File: config.mk
export PLATFORM = sky130hd
export DESIGN_NAME = spectrum_band_bar_meter
export DESIGN_NICKNAME = d
export VERILOG_FILES = /design/src/rtl/core/sbbm_pkg.sv /design/src/rtl/core/sbbm_sqrt.sv /design/src/rtl/core/sbbm_datapath.sv /design/src/rtl/core/sbbm_ctrl.sv /design/src/rtl/core/spectrum_band_bar_meter.sv
export VERILOG_INCLUDE_DIRS = /design/src /design/src/rtl/core
export SDC_FILE = /design/constraint.sdc
export NUM_CORES = 2
export LEC_CHECK = 0
export BUFFER_PORTS_ARGS = -buffer_cell sky130_fd_sc_hd__buf_2
export CORE_AREA = 5 5 374 376
export DETAILED_ROUTE_END_ITERATION = 10
export DIE_AREA = 0 0 379 381
export SETUP_SLACK_MARGIN = 0.4
export SLEW_MARGIN = 20
export SYNTH_ARGS = -nofsm -noshare
export SYNTH_HDL_FRONTEND = slang
export SYNTH_SLANG_ARGS = --single-unit
File: constraint.sdc
create_clock -name clk -period 12.12 [get_ports clk]
set_input_delay 3.636 -clock clk [delete_from_list [all_inputs] [get_ports clk]]
set_output_delay 3.636 -clock clk [all_outputs]
set_load 0.01 [all_outputs]
File: src/rtl/core/assert_macros.svh
// Assertion macros shared by the bar meter RTL.
// Depends on nothing; simulation builds see the checks, synthesis sees empty bodies.
`ifndef ASSERT_MACROS_SVH
`define ASSERT_MACROS_SVH
`ifndef SYNTHESIS
// Check a property on every rising edge outside reset
`define SBBM_ASSERT(lbl, clk_s, rstn_s, prop) \
  lbl: assert property (@(posedge clk_s) disable iff (!rstn_s) prop) \
    else $error("sbbm: property failed");
// Flag a condition that must never be seen outside reset
`define SBBM_NEVER(lbl, clk_s, rstn_s, cond) \
  lbl: assert property (@(posedge clk_s) disable iff (!rstn_s) !(cond)) \
    else $error("sbbm: forbidden condition seen");
`else
`define SBBM_ASSERT(lbl, clk_s, rstn_s, prop)
`define SBBM_NEVER(lbl, clk_s, rstn_s, cond)
`endif
`endif

File: src/rtl/core/sbbm_pkg.sv
// Shared constants, word types and control structs of the spectrum bar meter.
// No dependencies; every RTL module file refers to it by scoped names.
`timescale 1ns / 1ps
`default_nettype none
package sbbm_pkg;

  // Design constants
  localparam int TRANSFORM_POINTS = 512;
  localparam int BAND_COUNT       = 8;
  localparam int BAR_HEIGHT       = 8;
  localparam int EDGE_COUNT       = 8;
  localparam int ROWS_SHOWN       = (BAR_HEIGHT < 8) ? BAR_HEIGHT : 8;

  // Field and datapath widths
  localparam int PART_W      = 20;
  localparam int BIN_W       = 8;
  localparam int EDGE_W      = 9;
  localparam int EDGE_IDX_W  = $clog2(EDGE_COUNT);
  localparam int CFG_IDX_W   = EDGE_IDX_W + 1;
  localparam int SQ_W        = 2 * PART_W;
  localparam int ROOT_W      = PART_W;
  localparam int SQRT_STEPS  = ROOT_W / 2;
  localparam int STEP_CNT_W  = $clog2(SQRT_STEPS);
  localparam int SUM_W       = 28;
  localparam int LEVEL_W     = 4;
  localparam int HALF_W      = $clog2(BAR_HEIGHT / 2 + 1);
  localparam int BIN_CMP_W   = 13;
  localparam int COL_W       = $clog2(BAND_COUNT);
  localparam int ROW_W       = $clog2(ROWS_SHOWN);
  localparam int THR_W       = 5;

  // Arithmetic constants
  localparam int NOISE_RAW      = 80;
  localparam int FULL_SCALE_RAW = 9600;
  localparam int AVERAGE_DIV    = 2;
  localparam int LEVEL_MAX      = 15;
  localparam int BIN_LIMIT      = TRANSFORM_POINTS / 2 - 1;
  localparam int RED_ROWS       = BAR_HEIGHT / 8;
  localparam int YELLOW_ROWS    = BAR_HEIGHT / 2;

  // Band edge values after reset
  localparam logic [EDGE_W-1:0] EDGE_RESET [EDGE_COUNT] =
    '{9'd2, 9'd4, 9'd8, 9'd16, 9'd32, 9'd64, 9'd128, 9'd255};

  // Pixel color codes
  localparam logic [1:0] COLOR_OFF    = 2'd0;
  localparam logic [1:0] COLOR_RED    = 2'd1;
  localparam logic [1:0] COLOR_YELLOW = 2'd2;
  localparam logic [1:0] COLOR_GREEN  = 2'd3;

  // Input word: one FFT bin
  typedef struct packed {
    logic signed [PART_W-1:0] real_part;
    logic signed [PART_W-1:0] imag_part;
    logic [BIN_W-1:0]         bin_index;
    logic                     frame_end;
  } sbbm_in_t;

  // Output word: one pixel
  typedef struct packed {
    logic [2:0] pixel_row;
    logic [2:0] pixel_column;
    logic [1:0] pixel_color;
    logic       grid_last;
  } sbbm_out_t;

  // Controller to datapath commands
  typedef struct packed {
    logic load;
    logic mul_re;
    logic mul_im;
    logic sqrt_start;
    logic sqrt_step;
    logic acc;
    logic frame_close;
    logic grid_step;
  } sbbm_cmd_t;

  // Datapath to controller status
  typedef struct packed {
    logic sqrt_last;
    logic frame_end;
    logic phase;
    logic grid_done;
  } sbbm_stat_t;

endpackage
`default_nettype wire

File: src/rtl/core/sbbm_sqrt.sv
// Iterative floor square root, two root bits per cycle while step is high (restoring digit recurrence).
// Depends on sbbm_pkg for widths and step count.
`timescale 1ns / 1ps
`default_nettype none
module sbbm_sqrt (
  input  wire logic                           clk,
  input  wire logic                           rst_n,
  input  wire logic                           start,
  input  wire logic                           step,
  input  wire logic [sbbm_pkg::SQ_W-1:0]      radicand,
  output logic      [sbbm_pkg::ROOT_W-1:0]    root,
  output logic                                last_step
);

  localparam int REM_W = sbbm_pkg::ROOT_W + 3;

  logic [sbbm_pkg::SQ_W-1:0]       rad_r, rad_nxt;
  logic [REM_W-1:0]                rem_r, rem_nxt;
  logic [sbbm_pkg::ROOT_W-1:0]     root_r, root_nxt;
  logic [sbbm_pkg::STEP_CNT_W-1:0] cnt_r;
  logic [REM_W-1:0]                trial;

  // Two digit steps: shift in a radicand pair, try subtracting 4*root+1
  always_comb begin
    rad_nxt  = rad_r;
    rem_nxt  = rem_r;
    root_nxt = root_r;
    trial    = '0;
    for (int i = 0; i < 2; i++) begin
      rem_nxt = {rem_nxt[REM_W-3:0], rad_nxt[sbbm_pkg::SQ_W-1 -: 2]};
      rad_nxt = {rad_nxt[sbbm_pkg::SQ_W-3:0], 2'b00};
      trial   = REM_W'({root_nxt, 2'b01});
      if (rem_nxt >= trial) begin
        rem_nxt  = rem_nxt - trial;
        root_nxt = {root_nxt[sbbm_pkg::ROOT_W-2:0], 1'b1};
      end else begin
        root_nxt = {root_nxt[sbbm_pkg::ROOT_W-2:0], 1'b0};
      end
    end
  end

  // Step counter
  always_ff @(posedge clk) begin
    if (!rst_n) begin
      cnt_r <= '0;
    end else if (start) begin
      cnt_r <= '0;
    end else if (step) begin
      cnt_r <= cnt_r + sbbm_pkg::STEP_CNT_W'(1);
    end
  end

  // Load or advance the recurrence
  always_ff @(posedge clk) begin
    if (start) begin
      rad_r  <= radicand;
      rem_r  <= '0;
      root_r <= '0;
    end else if (step) begin
      rad_r  <= rad_nxt;
      rem_r  <= rem_nxt;
      root_r <= root_nxt;
    end
  end

  assign root      = root_r;
  assign last_step = (cnt_r == sbbm_pkg::STEP_CNT_W'(sbbm_pkg::SQRT_STEPS - 1));

endmodule
`default_nettype wire

File: src/rtl/core/sbbm_datapath.sv
// Datapath of the bar meter: magnitude, band sums, levels, edge registers, pixel output.
// Depends on sbbm_pkg and sbbm_sqrt.
`timescale 1ns / 1ps
`default_nettype none
module sbbm_datapath (
  input  wire logic                                clk,
  input  wire logic                                rst_n,
  input  wire sbbm_pkg::sbbm_cmd_t                 cmd,
  output sbbm_pkg::sbbm_stat_t                     stat,
  input  wire sbbm_pkg::sbbm_in_t                  in_item,
  input  wire logic                                cfg_we,
  input  wire logic [sbbm_pkg::CFG_IDX_W-1:0]      cfg_index,
  input  wire logic [sbbm_pkg::EDGE_W-1:0]         cfg_wdata,
  output logic                                     out_valid,
  output sbbm_pkg::sbbm_out_t                      out_item
);

  // Height over full scale, clamped to the bar and halved
  function automatic logic [sbbm_pkg::HALF_W-1:0] half_height(
    input logic [sbbm_pkg::SUM_W-1:0] s
  );
    logic [sbbm_pkg::HALF_W-1:0] h;
    h = '0;
    for (int j = 1; j <= sbbm_pkg::BAR_HEIGHT / sbbm_pkg::AVERAGE_DIV; j++) begin
      if (s >= sbbm_pkg::SUM_W'(sbbm_pkg::AVERAGE_DIV * j * sbbm_pkg::FULL_SCALE_RAW)) begin
        h = sbbm_pkg::HALF_W'(j);
      end
    end
    return h;
  endfunction

  sbbm_pkg::sbbm_in_t               item_r;
  logic [sbbm_pkg::SQ_W-1:0]        prod_re_r;
  logic [sbbm_pkg::SQ_W-1:0]        prod_im_r;
  logic [sbbm_pkg::EDGE_W-1:0]      edge_r  [sbbm_pkg::EDGE_COUNT];
  logic [sbbm_pkg::SUM_W-1:0]       sum_r   [sbbm_pkg::BAND_COUNT];
  logic [sbbm_pkg::SUM_W-1:0]       sum_nxt [sbbm_pkg::BAND_COUNT];
  logic [sbbm_pkg::LEVEL_W-1:0]     level_r   [sbbm_pkg::BAND_COUNT];
  logic [sbbm_pkg::LEVEL_W-1:0]     level_nxt [sbbm_pkg::BAND_COUNT];
  logic                             phase_r;
  logic [sbbm_pkg::ROW_W-1:0]       row_r;
  logic [sbbm_pkg::COL_W-1:0]       col_r;
  logic                             out_valid_r;
  sbbm_pkg::sbbm_out_t              out_r;

  logic [sbbm_pkg::PART_W-1:0]      re_bits, im_bits, abs_re, abs_im, mul_a;
  logic [sbbm_pkg::SQ_W-1:0]        product;
  logic [sbbm_pkg::SQ_W-1:0]        radicand;
  logic [sbbm_pkg::ROOT_W-1:0]      root;
  logic                             sqrt_last;
  logic [sbbm_pkg::EDGE_W-1:0]      bin9;
  logic                             bin_ok, mag_ok;
  logic [sbbm_pkg::EDGE_W-1:0]      lower [sbbm_pkg::BAND_COUNT];
  logic [sbbm_pkg::SUM_W:0]         sum_add [sbbm_pkg::BAND_COUNT];
  logic [sbbm_pkg::LEVEL_W:0]       level_add [sbbm_pkg::BAND_COUNT];
  logic                             grid_done;
  logic [sbbm_pkg::LEVEL_W-1:0]     pix_level;
  logic [sbbm_pkg::THR_W-1:0]       pix_thr;
  logic                             pix_lit;
  logic [1:0]                       pix_color;

  // Absolute values of the captured bin, one shared squarer
  assign re_bits  = item_r.real_part;
  assign im_bits  = item_r.imag_part;
  assign abs_re   = re_bits[sbbm_pkg::PART_W-1] ? (~re_bits + sbbm_pkg::PART_W'(1)) : re_bits;
  assign abs_im   = im_bits[sbbm_pkg::PART_W-1] ? (~im_bits + sbbm_pkg::PART_W'(1)) : im_bits;
  assign mul_a    = cmd.mul_im ? abs_im : abs_re;
  assign product  = mul_a * mul_a;
  assign radicand = prod_re_r + prod_im_r;

  sbbm_sqrt u_sqrt (
    .clk       (clk),
    .rst_n     (rst_n),
    .start     (cmd.sqrt_start),
    .step      (cmd.sqrt_step),
    .radicand  (radicand),
    .root      (root),
    .last_step (sqrt_last)
  );

  // Capture the input word and the squares
  always_ff @(posedge clk) begin
    if (cmd.load) begin
      item_r <= in_item;
    end
    if (cmd.mul_re) begin
      prod_re_r <= product;
    end
    if (cmd.mul_im) begin
      prod_im_r <= product;
    end
  end

  // Bin qualification
  assign bin9   = {1'b0, item_r.bin_index};
  assign bin_ok = (item_r.bin_index != '0) &&
                  (sbbm_pkg::BIN_CMP_W'(item_r.bin_index) <
                   sbbm_pkg::BIN_CMP_W'(sbbm_pkg::BIN_LIMIT));
  assign mag_ok = root > sbbm_pkg::ROOT_W'(sbbm_pkg::NOISE_RAW);

  // Per-band lanes: accumulate, close the frame, clear after the grid
  always_comb begin
    lower[0] = '0;
    for (int k = 1; k < sbbm_pkg::BAND_COUNT; k++) begin
      lower[k] = edge_r[k-1];
    end
    for (int k = 0; k < sbbm_pkg::BAND_COUNT; k++) begin
      sum_add[k]   = {1'b0, sum_r[k]} + (sbbm_pkg::SUM_W + 1)'(root);
      level_add[k] = {1'b0, level_r[k]} + (sbbm_pkg::LEVEL_W + 1)'(half_height(sum_r[k]));
      sum_nxt[k]   = sum_r[k];
      level_nxt[k] = level_r[k];
      if (cmd.acc && bin_ok && mag_ok && (bin9 >= lower[k]) && (bin9 < edge_r[k])) begin
        sum_nxt[k] = sum_add[k][sbbm_pkg::SUM_W] ? '1 : sum_add[k][sbbm_pkg::SUM_W-1:0];
      end
      if (cmd.frame_close) begin
        sum_nxt[k]   = '0;
        level_nxt[k] = (level_add[k] > (sbbm_pkg::LEVEL_W + 1)'(sbbm_pkg::LEVEL_MAX)) ?
                       sbbm_pkg::LEVEL_W'(sbbm_pkg::LEVEL_MAX) :
                       level_add[k][sbbm_pkg::LEVEL_W-1:0];
      end
      if (cmd.grid_step && grid_done) begin
        level_nxt[k] = '0;
      end
    end
  end

  // Grid scan position
  assign grid_done = (row_r == sbbm_pkg::ROW_W'(sbbm_pkg::ROWS_SHOWN - 1)) &&
                     (col_r == sbbm_pkg::COL_W'(sbbm_pkg::BAND_COUNT - 1));

  // Pixel color of the current scan position
  assign pix_level = level_r[col_r];
  assign pix_thr   = sbbm_pkg::THR_W'(sbbm_pkg::BAR_HEIGHT) - sbbm_pkg::THR_W'(row_r);
  assign pix_lit   = sbbm_pkg::THR_W'(pix_level) >= pix_thr;

  always_comb begin
    if (!pix_lit) begin
      pix_color = sbbm_pkg::COLOR_OFF;
    end else if (sbbm_pkg::THR_W'(row_r) < sbbm_pkg::THR_W'(sbbm_pkg::RED_ROWS)) begin
      pix_color = sbbm_pkg::COLOR_RED;
    end else if (sbbm_pkg::THR_W'(row_r) < sbbm_pkg::THR_W'(sbbm_pkg::YELLOW_ROWS)) begin
      pix_color = sbbm_pkg::COLOR_YELLOW;
    end else begin
      pix_color = sbbm_pkg::COLOR_GREEN;
    end
  end

  // Architectural state: edges, sums, levels, phase, scan counters, strobe
  always_ff @(posedge clk) begin
    if (!rst_n) begin
      for (int k = 0; k < sbbm_pkg::EDGE_COUNT; k++) begin
        edge_r[k] <= sbbm_pkg::EDGE_RESET[k];
      end
      for (int k = 0; k < sbbm_pkg::BAND_COUNT; k++) begin
        sum_r[k]   <= '0;
        level_r[k] <= '0;
      end
      phase_r     <= 1'b0;
      row_r       <= '0;
      col_r       <= '0;
      out_valid_r <= 1'b0;
    end else begin
      if (cfg_we && (cfg_index < sbbm_pkg::CFG_IDX_W'(sbbm_pkg::EDGE_COUNT))) begin
        edge_r[cfg_index[sbbm_pkg::EDGE_IDX_W-1:0]] <= cfg_wdata;
      end
      for (int k = 0; k < sbbm_pkg::BAND_COUNT; k++) begin
        sum_r[k]   <= sum_nxt[k];
        level_r[k] <= level_nxt[k];
      end
      if (cmd.frame_close) begin
        phase_r <= ~phase_r;
      end
      if (cmd.grid_step) begin
        if (col_r == sbbm_pkg::COL_W'(sbbm_pkg::BAND_COUNT - 1)) begin
          col_r <= '0;
          row_r <= grid_done ? '0 : row_r + sbbm_pkg::ROW_W'(1);
        end else begin
          col_r <= col_r + sbbm_pkg::COL_W'(1);
        end
      end
      out_valid_r <= cmd.grid_step;
    end
  end

  // Output word register
  always_ff @(posedge clk) begin
    if (cmd.grid_step) begin
      out_r.pixel_row    <= 3'(row_r);
      out_r.pixel_column <= 3'(col_r);
      out_r.pixel_color  <= pix_color;
      out_r.grid_last    <= grid_done;
    end
  end

  assign out_valid      = out_valid_r;
  assign out_item       = out_r;
  assign stat.sqrt_last = sqrt_last;
  assign stat.frame_end = item_r.frame_end;
  assign stat.phase     = phase_r;
  assign stat.grid_done = grid_done;

endmodule
`default_nettype wire

File: src/rtl/core/sbbm_ctrl.sv
// Sequencer of the bar meter: steps one bin through square, root and accumulate,
// then, on a frame-end bin, frame close and, every second frame, grid scan. Depends on sbbm_pkg.
`timescale 1ns / 1ps
`default_nettype none
module sbbm_ctrl (
  input  wire logic                  clk,
  input  wire logic                  rst_n,
  input  wire logic                  start,
  input  wire sbbm_pkg::sbbm_stat_t  stat,
  output logic                       busy,
  output sbbm_pkg::sbbm_cmd_t        cmd
);

  localparam logic [2:0] ST_IDLE   = 3'd0;
  localparam logic [2:0] ST_MUL_RE = 3'd1;
  localparam logic [2:0] ST_MUL_IM = 3'd2;
  localparam logic [2:0] ST_LOAD   = 3'd3;
  localparam logic [2:0] ST_ROOT   = 3'd4;
  localparam logic [2:0] ST_ACC    = 3'd5;
  localparam logic [2:0] ST_CLOSE  = 3'd6;
  localparam logic [2:0] ST_GRID   = 3'd7;

  logic [2:0] state_r, state_nxt;

  // Next state and commands
  always_comb begin
    state_nxt = state_r;
    cmd       = '0;
    case (state_r)
      ST_IDLE: begin
        if (start) begin
          cmd.load  = 1'b1;
          state_nxt = ST_MUL_RE;
        end
      end
      ST_MUL_RE: begin
        cmd.mul_re = 1'b1;
        state_nxt  = ST_MUL_IM;
      end
      ST_MUL_IM: begin
        cmd.mul_im = 1'b1;
        state_nxt  = ST_LOAD;
      end
      ST_LOAD: begin
        cmd.sqrt_start = 1'b1;
        state_nxt      = ST_ROOT;
      end
      ST_ROOT: begin
        cmd.sqrt_step = 1'b1;
        if (stat.sqrt_last) begin
          state_nxt = ST_ACC;
        end
      end
      ST_ACC: begin
        cmd.acc   = 1'b1;
        state_nxt = stat.frame_end ? ST_CLOSE : ST_IDLE;
      end
      ST_CLOSE: begin
        cmd.frame_close = 1'b1;
        // phase still holds its old value here: one means this frame emits
        state_nxt       = stat.phase ? ST_GRID : ST_IDLE;
      end
      ST_GRID: begin
        cmd.grid_step = 1'b1;
        if (stat.grid_done) begin
          state_nxt = ST_IDLE;
        end
      end
      default: begin
        state_nxt = ST_IDLE;
      end
    endcase
  end

  always_ff @(posedge clk) begin
    if (!rst_n) begin
      state_r <= ST_IDLE;
    end else begin
      state_r <= state_nxt;
    end
  end

  assign busy = (state_r != ST_IDLE);

endmodule
`default_nettype wire

File: src/rtl/core/spectrum_band_bar_meter.sv
// Eight-band spectrum bar meter: one FFT bin per start, taken only while busy is low;
// the 20-bit root is formed at two bits a cycle, after both parts are squared on one multiplier.
// A frame-end bin adds a frame-close state; every second frame then emits 64 pixels, one per cycle,
// each strobe registered from a grid-scan state after frame close; the receiver cannot stall.
// Synchronous active-low reset: edges to defaults, sums, levels and phase to zero, no clearing pass.
`timescale 1ns / 1ps
`default_nettype none
`include "assert_macros.svh"
module spectrum_band_bar_meter (
  input  wire logic                              clk,
  input  wire logic                              rst_n,
  input  wire logic                              start,
  output logic                                   busy,
  input  wire sbbm_pkg::sbbm_in_t                in_item,
  output logic                                   out_valid,
  output sbbm_pkg::sbbm_out_t                    out_item,
  input  wire logic                              cfg_we,
  input  wire logic [sbbm_pkg::CFG_IDX_W-1:0]    cfg_index,
  input  wire logic [sbbm_pkg::EDGE_W-1:0]       cfg_wdata
);

  sbbm_pkg::sbbm_cmd_t  cmd;
  sbbm_pkg::sbbm_stat_t stat;

  sbbm_ctrl u_ctrl (
    .clk   (clk),
    .rst_n (rst_n),
    .start (start),
    .stat  (stat),
    .busy  (busy),
    .cmd   (cmd)
  );

  sbbm_datapath u_datapath (
    .clk       (clk),
    .rst_n     (rst_n),
    .cmd       (cmd),
    .stat      (stat),
    .in_item   (in_item),
    .cfg_we    (cfg_we),
    .cfg_index (cfg_index),
    .cfg_wdata (cfg_wdata),
    .out_valid (out_valid),
    .out_item  (out_item)
  );

  // An accepted word always occupies the block on the next cycle
  `SBBM_ASSERT(a_accept_busy, clk, rst_n, (start && !busy) |=> busy)
  // Pixels only come out of a grid scan, which holds busy
  `SBBM_NEVER(a_pixel_from_scan, clk, rst_n, out_valid && !$past(busy))
  // The grid ends at its last pixel
  `SBBM_ASSERT(a_grid_ends, clk, rst_n, (out_valid && out_item.grid_last) |=> !out_valid)

endmodule
`default_nettype wire

After elaboration in Yosys (flattened, before gate mapping)
Memories as Yosys holds them, arrays and structs flattened. A register that Yosys moved wholly into a read port is not among the register bits.
Index checks and enable logic that the tools add are counted.
- $add $sub $neg: 25
- multipliers: 1
- $lt $le $gt $ge: 64
- eq/ne operators: 13
- muxes and demuxes: 134
- bitwise operators: 21
- reductions and logical operators: 31
- operator list (operator ; count):
    $mux 28 ; 32
    $ge 28x16->1 const B ; 16
    $add 28x20->29 ; 8
    $ge 28x15->1 const B ; 8
    $ge 28x17->1 const B ; 8
    $mux 4 ; 32
    $mux 40 ; 2
    $lt 8x9->1 ; 8
    $ge 8x9->1 ; 7
    $mux 20 ; 3
    $mux 3 ; 18
    $ge 23x22->1 ; 2
    $mux 21 ; 2
    $sub 21x21->21 ; 2
    $add 20x1->20 const B ; 2
    $add 4x3->5 ; 8
    $add 40x40->40 ; 1
    $gt 5x4->1 const B ; 8
    $mul 20x20->40 ; 1
    $not 20->20 ; 2
    $mux 2 ; 16
    $mux 1 ; 27
    $pmux 3 s8 ; 1
    $logic_and 1x1->1 ; 22
    27 further kinds ; 53
- flip-flop bits (word level): 234
- memory bits (writable): 328
- bits of input ports: 66
- output and inout port bits: 11
- logic and storage cells: 312
- memories kept: 3
- memories (memory ; depth ; width ; rd ports ; clocked after memory_dff ; wr ports ; RTL line ; text):
    u_datapath.sum_r ; 8 ; 28 ; 8 ; 0 ; 8 ; sbbm_datapath.sv:36 ; logic [sbbm_pkg::SUM_W-1:0] sum_r [sbbm_pkg::BAND_COUNT];
    u_datapath.edge_r ; 8 ; 9 ; 8 ; 0 ; 8 ; sbbm_datapath.sv:35 ; logic [sbbm_pkg::EDGE_W-1:0] edge_r [sbbm_pkg::EDGE_COUNT];
    u_datapath.level_r ; 8 ; 4 ; 9 ; 1 ; 8 ; sbbm_datapath.sv:38 ; logic [sbbm_pkg::LEVEL_W-1:0] level_r [sbbm_pkg::BAND_COUNT];

Longest topological paths before layout
An unclocked memory read counts as a cell.
- depth in word-level cells: 12
- depth in mapped cells: 36
- gate-level depth less buffers: 35

Hierarchy
From an unflattened synthesis, not the netlist that was laid out.
- cells, all modules: 5336
- area total of the unflattened synthesis: 49080.8 sq um
- by module, submodules not included (module ; instances ; cells an instance ; area an instance (sq um) ; sequential area each (sq um)):
    sbbm_datapath ; 1 ; 4624 ; 42281.8 ; 11591.1
    sbbm_sqrt ; 1 ; 676 ; 6511.2 ; 2102.0
    sbbm_ctrl ; 1 ; 36 ; 287.8 ; 60.1

Worst setup path after synthesis
Ideal clock, no wire load.
- path type: reg2reg
- start point: register u_ctrl.state_r[2]
- end point: register u_datapath.prod_im_r[39] (netlist bit), data pin
- library setup time: 264 ps
- data arrival time: 8657 ps
- required time: 11856 ps
- setup slack: 3198 ps
- stages on the path, launching flop included: 30
- path buffers: 3
- period minus slack after synthesis: 8922 ps
- path through: dfxtp_1 nor3b_1 buf_2 buf_1 nand2_1 o21ai_0 clkbuf_1 nand2_1 fa_1 fa_1 fa_1 inv_1 fa_1 fa_1 fa_1 inv_1 fa_1 inv_1 ha_1 a21oi_1 o21bai_1 a2111oi_0 nor2_1 nand3_1 nand4b_1 o21ai_1 o211ai_1 a31o_2 a21oi_1 xnor2_1
- longest elaborated chain between the ends: 4
- RTL lines (item ; RTL line ; text):
    start: declaration ; sbbm_ctrl.sv:23 ; logic [2:0] state_r, state_nxt;
    start signal: assignment ; sbbm_ctrl.sv:79 ; state_r <= state_nxt;
    $eq 3x2->1 ; sbbm_ctrl.sv:29 ; case (state_r)
    $mux 1 ; sbbm_ctrl.sv:29 ;
    $mux 20 ; sbbm_datapath.sv:67 ; assign mul_a = cmd.mul_im ? abs_im : abs_re;
    $mul 20x20->40 ; sbbm_datapath.sv:68 ; assign product = mul_a * mul_a;
    net u_datapath.product (one bit) ; sbbm_datapath.sv:47 ; logic [sbbm_pkg::SQ_W-1:0] product;
    end signal: assignment ; sbbm_datapath.sv:90 ; prod_im_r <= product;
    end: declaration ; sbbm_datapath.sv:34 ; logic [sbbm_pkg::SQ_W-1:0] prod_im_r;
The timed path passes the listed nets, and every way through them passes these cells.
A chain may end at the register's enable or synchronous reset.

Worst setup path in the final report
- start point: register u_datapath.item_r, in the netlist u_datapath.im_bits[4]
- end point: register u_datapath.prod_im_r[39] (netlist bit), data pin
- longest elaborated chain between the ends: 5
- RTL lines (item ; RTL line ; text):
    start: declaration ; sbbm_datapath.sv:32 ; sbbm_pkg::sbbm_in_t item_r;
    start signal: assignment ; sbbm_datapath.sv:84 ; item_r <= in_item;
    $not 20->20 ; sbbm_datapath.sv:66 ; assign abs_im = im_bits[sbbm_pkg::PART_W-1] ? (~im_bits + sbbm_pkg::PART_W'(1)) : im_bits;
    $add 20x1->20 ; sbbm_datapath.sv:66 ;
    $mux 20 (*) ; sbbm_datapath.sv:66 ;
    $mux 20 (*) ; sbbm_datapath.sv:67 ;
    $mul 20x20->40 (*) ; sbbm_datapath.sv:68 ;
    net u_datapath.product (one bit) ; sbbm_datapath.sv:47 ;
The timed path passes the listed nets; every way through them passes the cells marked *.

==> impl_results.md <==
* Run status: complete, no violations
* First-pass GRT wire length at 200100 um
* Top delay family on crit path: adder cells
* IO Count at 77
* Flops & latches, synth at 563
* Setup crit start: u_datapath.im_bits[4]$_DFFE_PP_
* Post-synthesis sequential area ratio at 0.2916
* Post-Synthesis Cells at 5134
* Clk_lat worst skew at 670 ps
* Max stage delay on crit path at 630 ps
* Critical Path AT at 10410 ps
* Core ar. at 136500 um2
* Starting density of the core at 0.3456
* Wirelength per Cell at 17.68 um
* Num Clock Sinks at 563
* # DRC at 0
* Final WL at 124700 um
* Cell variety after synth at 95
* Internal reg-to-reg setup slack at 2090 ps
* Ys Warns at 0
* Die ar. at 144400 um2
* Initial DRC count at 2139
* IO Port Bufs at 76
* DR top layer: met4
* GRT Overall Usage at 0.1719
* R2R Path Start: u_datapath.im_bits[4]$_DFFE_PP_
* RSZ-0062 raised after global routing: false
* Crit. End Element: flop
* Main synth FF type: dfxtp_1
* Post-Route Skew at 40.39 ps
* DR pass1 iterations at 5
* Htree depth at 3
* Vias at 37170
* Reg2reg path depth at 33
* Metal-1 WL at 55980 um
* CP Class: reg2reg
* Placed Area at 49690 um2
* Max Cap Viol at 0
* Initial antenna violation count at 3
* Top-area cell type share of the netlist area at 0.1579
* FF-to-FF End: u_datapath.prod_im_r[39]$_DFFE_PP_
* CP bufs+invs at 5
* Worst Setup Start Kind: flop
* Yosys top cell by area: edfxtp_1
* Mapped Area at 47160 um2
* Total grt overflow at 0
* Cell mode on critical path: fa_1
* Die Height at 381 um
* Endpoints failing hold at 0
* Hold path cells at 2
* FFs w/ async S/R, synth at 0
* Most frequent cell after synthesis: inv_1
* Tmin final at 10030 ps
* Largest net degree at the start of global routing at 77
* Setup Buffers After CTS at 0
* Setup violations, final at 0
* Relative slew slack at 0.2356
* Clk buf depth at 3
* Ant diodes at 0
* Top cells by area, synth: edfxtp_1 (16%), dfxtp_1 (13%), ha_1 (13%), fa_1 (13%), inv_1 (4.6%)
* Area growth, synth to finish at 10.29%
* Nets at 6054
* Ratio of cells with drive above 1 in the final layout at 0.06390
* Rows at 136
* Period utilization at 0.8279
* Worst-path fanout max at 13
* Routability Congestion at 0.8674
* CP Depth at 33
* Vias in the first global route at 37390
* Required time worst endpoint at 12490 ps
* Antenna viol nets, final at 0
* Vias per cell at 5.270
* Routed wl met3 at 5375 um
* Fin area at 52020 um2
* CTS root buf: clkbuf_16
* Num CTS Buffers at 71
* CP Capture Point: u_datapath.prod_im_r[39]$_DFFE_PP_
* Met2 Wirelength at 59110 um
* Cts hold-fix bufs at 0
* Hpwl dp at 92770 um
* TNS Setup at 0 ps
* Syn avg cell area at 9.187 um2
* Pins Over Slew Limit at 0
* HP Class: reg2reg
* Slowest cell on crit path: a2111oi_0
* CTS tree: yes
* CTS-repair resized insts at 0
* Most frequent cells after synthesis: inv_1 (574), ha_1 (490), a21oi_1 (378), o21ai_0 (363), nand2_1 (330)
* Fmax at 0.09966 GHz
* Clk slew on worst S/H paths at 60 ps
* Die X-Extent at 379 um
* Worst-margin pin slew at 1144 ps
* Post-synth EDFFs at 248
## worst min-delay path by stage
| stage | from | end | slack, ps |
|---|---|---|---|
| CTS | u_datapath.u_sqrt.rem_r[13]$_SDFFE_PP0P_ | u_datapath.u_sqrt.rem_r[13]$_SDFFE_PP0P_ | 480 |
| detailed placement | u_datapath.col_r[2]$_SDFFE_PN0P_ | u_datapath.out_item[5]$_DFFE_PP_ | 460 |
| global placement | u_datapath.u_sqrt.rem_r[13]$_SDFFE_PP0P_ | u_datapath.u_sqrt.rem_r[13]$_SDFFE_PP0P_ | 460 |
| global route | u_datapath.col_r[2]$_SDFFE_PN0P_ | u_datapath.out_item[5]$_DFFE_PP_ | 490 |
| finish | u_datapath.u_sqrt.rem_r[12]$_SDFFE_PP0P_ | u_datapath.u_sqrt.rem_r[12]$_SDFFE_PP0P_ | 470 |
| floorplan | u_datapath.col_r[1]$_SDFFE_PN0P_ | u_datapath.out_item[4]$_DFFE_PP_ | 430 |
## through the flow
stage | hold slack [ps] | instances | util | setup WS, ps
after floorplan | 434.1 | 5148 | - | 3198
after global placement | 460.6 | 6921 | 0.3641 | 2443
after detailed placement | 462.5 | 6921 | 0.3641 | 2204
after CTS | 476.1 | 7052 | 0.3812 | 2160
after global routing | 487.8 | 7052 | 0.3812 | 1405
final | 473.8 | 7052 | 0.3812 | 2086
## layout by cell type (no fill, tap or decap), types with 24 or more instances in the layout
cell type / count
inv_1: 573
ha_1: 490
a21oi_1: 377
o21ai_0: 358
nand2_1: 329
nor2_1: 319
dfxtp_1: 315
fa_1: 298
edfxtp_1: 248
xnor2_1: 168
xor2_1: 137
a21o_1: 127
nor3_1: 104
a31oi_1: 90
and2_1: 90
nand3_1: 81
buf_2: 76
nor2b_1: 73
clkbuf_16: 73
nand2b_1: 66
o21a_1: 62
or3_1: 49
buf_4: 48
nand4_1: 43
and3_1: 40
o21bai_1: 38
mux2i_1: 37
a211oi_1: 37
o31ai_1: 36
nor4_1: 29
o22ai_1: 26
o221a_2: 24
## layer usage
layer | global-route usage | vias to the layer above
li1 | - | 18250
met1 | 0.2237 | 17950
met2 | 0.2931 | 759
met3 | 0.02445 | 213
met4 | 0.05696 | 0
met5 | 0 | -
## sequential cells by signal (all words and copies together) (netlist names), 3 cells and up, named ones only
signal and count:
u_ctrl.state_r 3, u_datapath.bin9 8, u_datapath.col_r 3, u_datapath.edge_r 72, u_datapath.im_bits 20, u_datapath.level_r 32
u_datapath.out_item 9, u_datapath.prod_im_r 39, u_datapath.prod_re_r 39, u_datapath.re_bits 20, u_datapath.row_r 3, u_datapath.sum_r 224
u_datapath.u_sqrt.cnt_r 4, u_datapath.u_sqrt.rad_r 40, u_datapath.u_sqrt.rem_r 21, u_datapath.u_sqrt.root 20
## worst min-delay path, stage by stage (launching register included)
cell	delay [ps]
dfxtp_1	320
nand2_1	50
o21ai_1	50
## area by class of cell
class | instances | area [um2]
inverters | 583 | 2188
multi-input cells | 3857 | 30760
flip-flops and latches | 563 | 13750
fillers | 13700 | 84450
clock inverters | 38 | 367.9
repair buffers | 124 | 740.7
well taps | 1794 | 2245
clock buffers | 93 | 1962
## kinds of logic (layout without fill, tap and decap cells)
| kind of cell | Yosys count | in the layout | synth area share |
|---|---|---|---|
| xor+xnor | 305 | 305 | 0.05664 |
| flops | 563 | 563 | 0.2916 |
| fa+ha+maj | 788 | 788 | 0.2565 |
| buf+inv | 728 | 838 | 0.05858 |
| mux | 58 | 58 | 0.01486 |
| other cells | 2 | 16 | 0.0001592 |
| simple gates | 1331 | 1331 | 0.1414 |
| compound gates | 1359 | 1359 | 0.1803 |
Power is not shown: default switching activity piles up to over one toggle a cycle in this logic, so the estimate is an artifact.
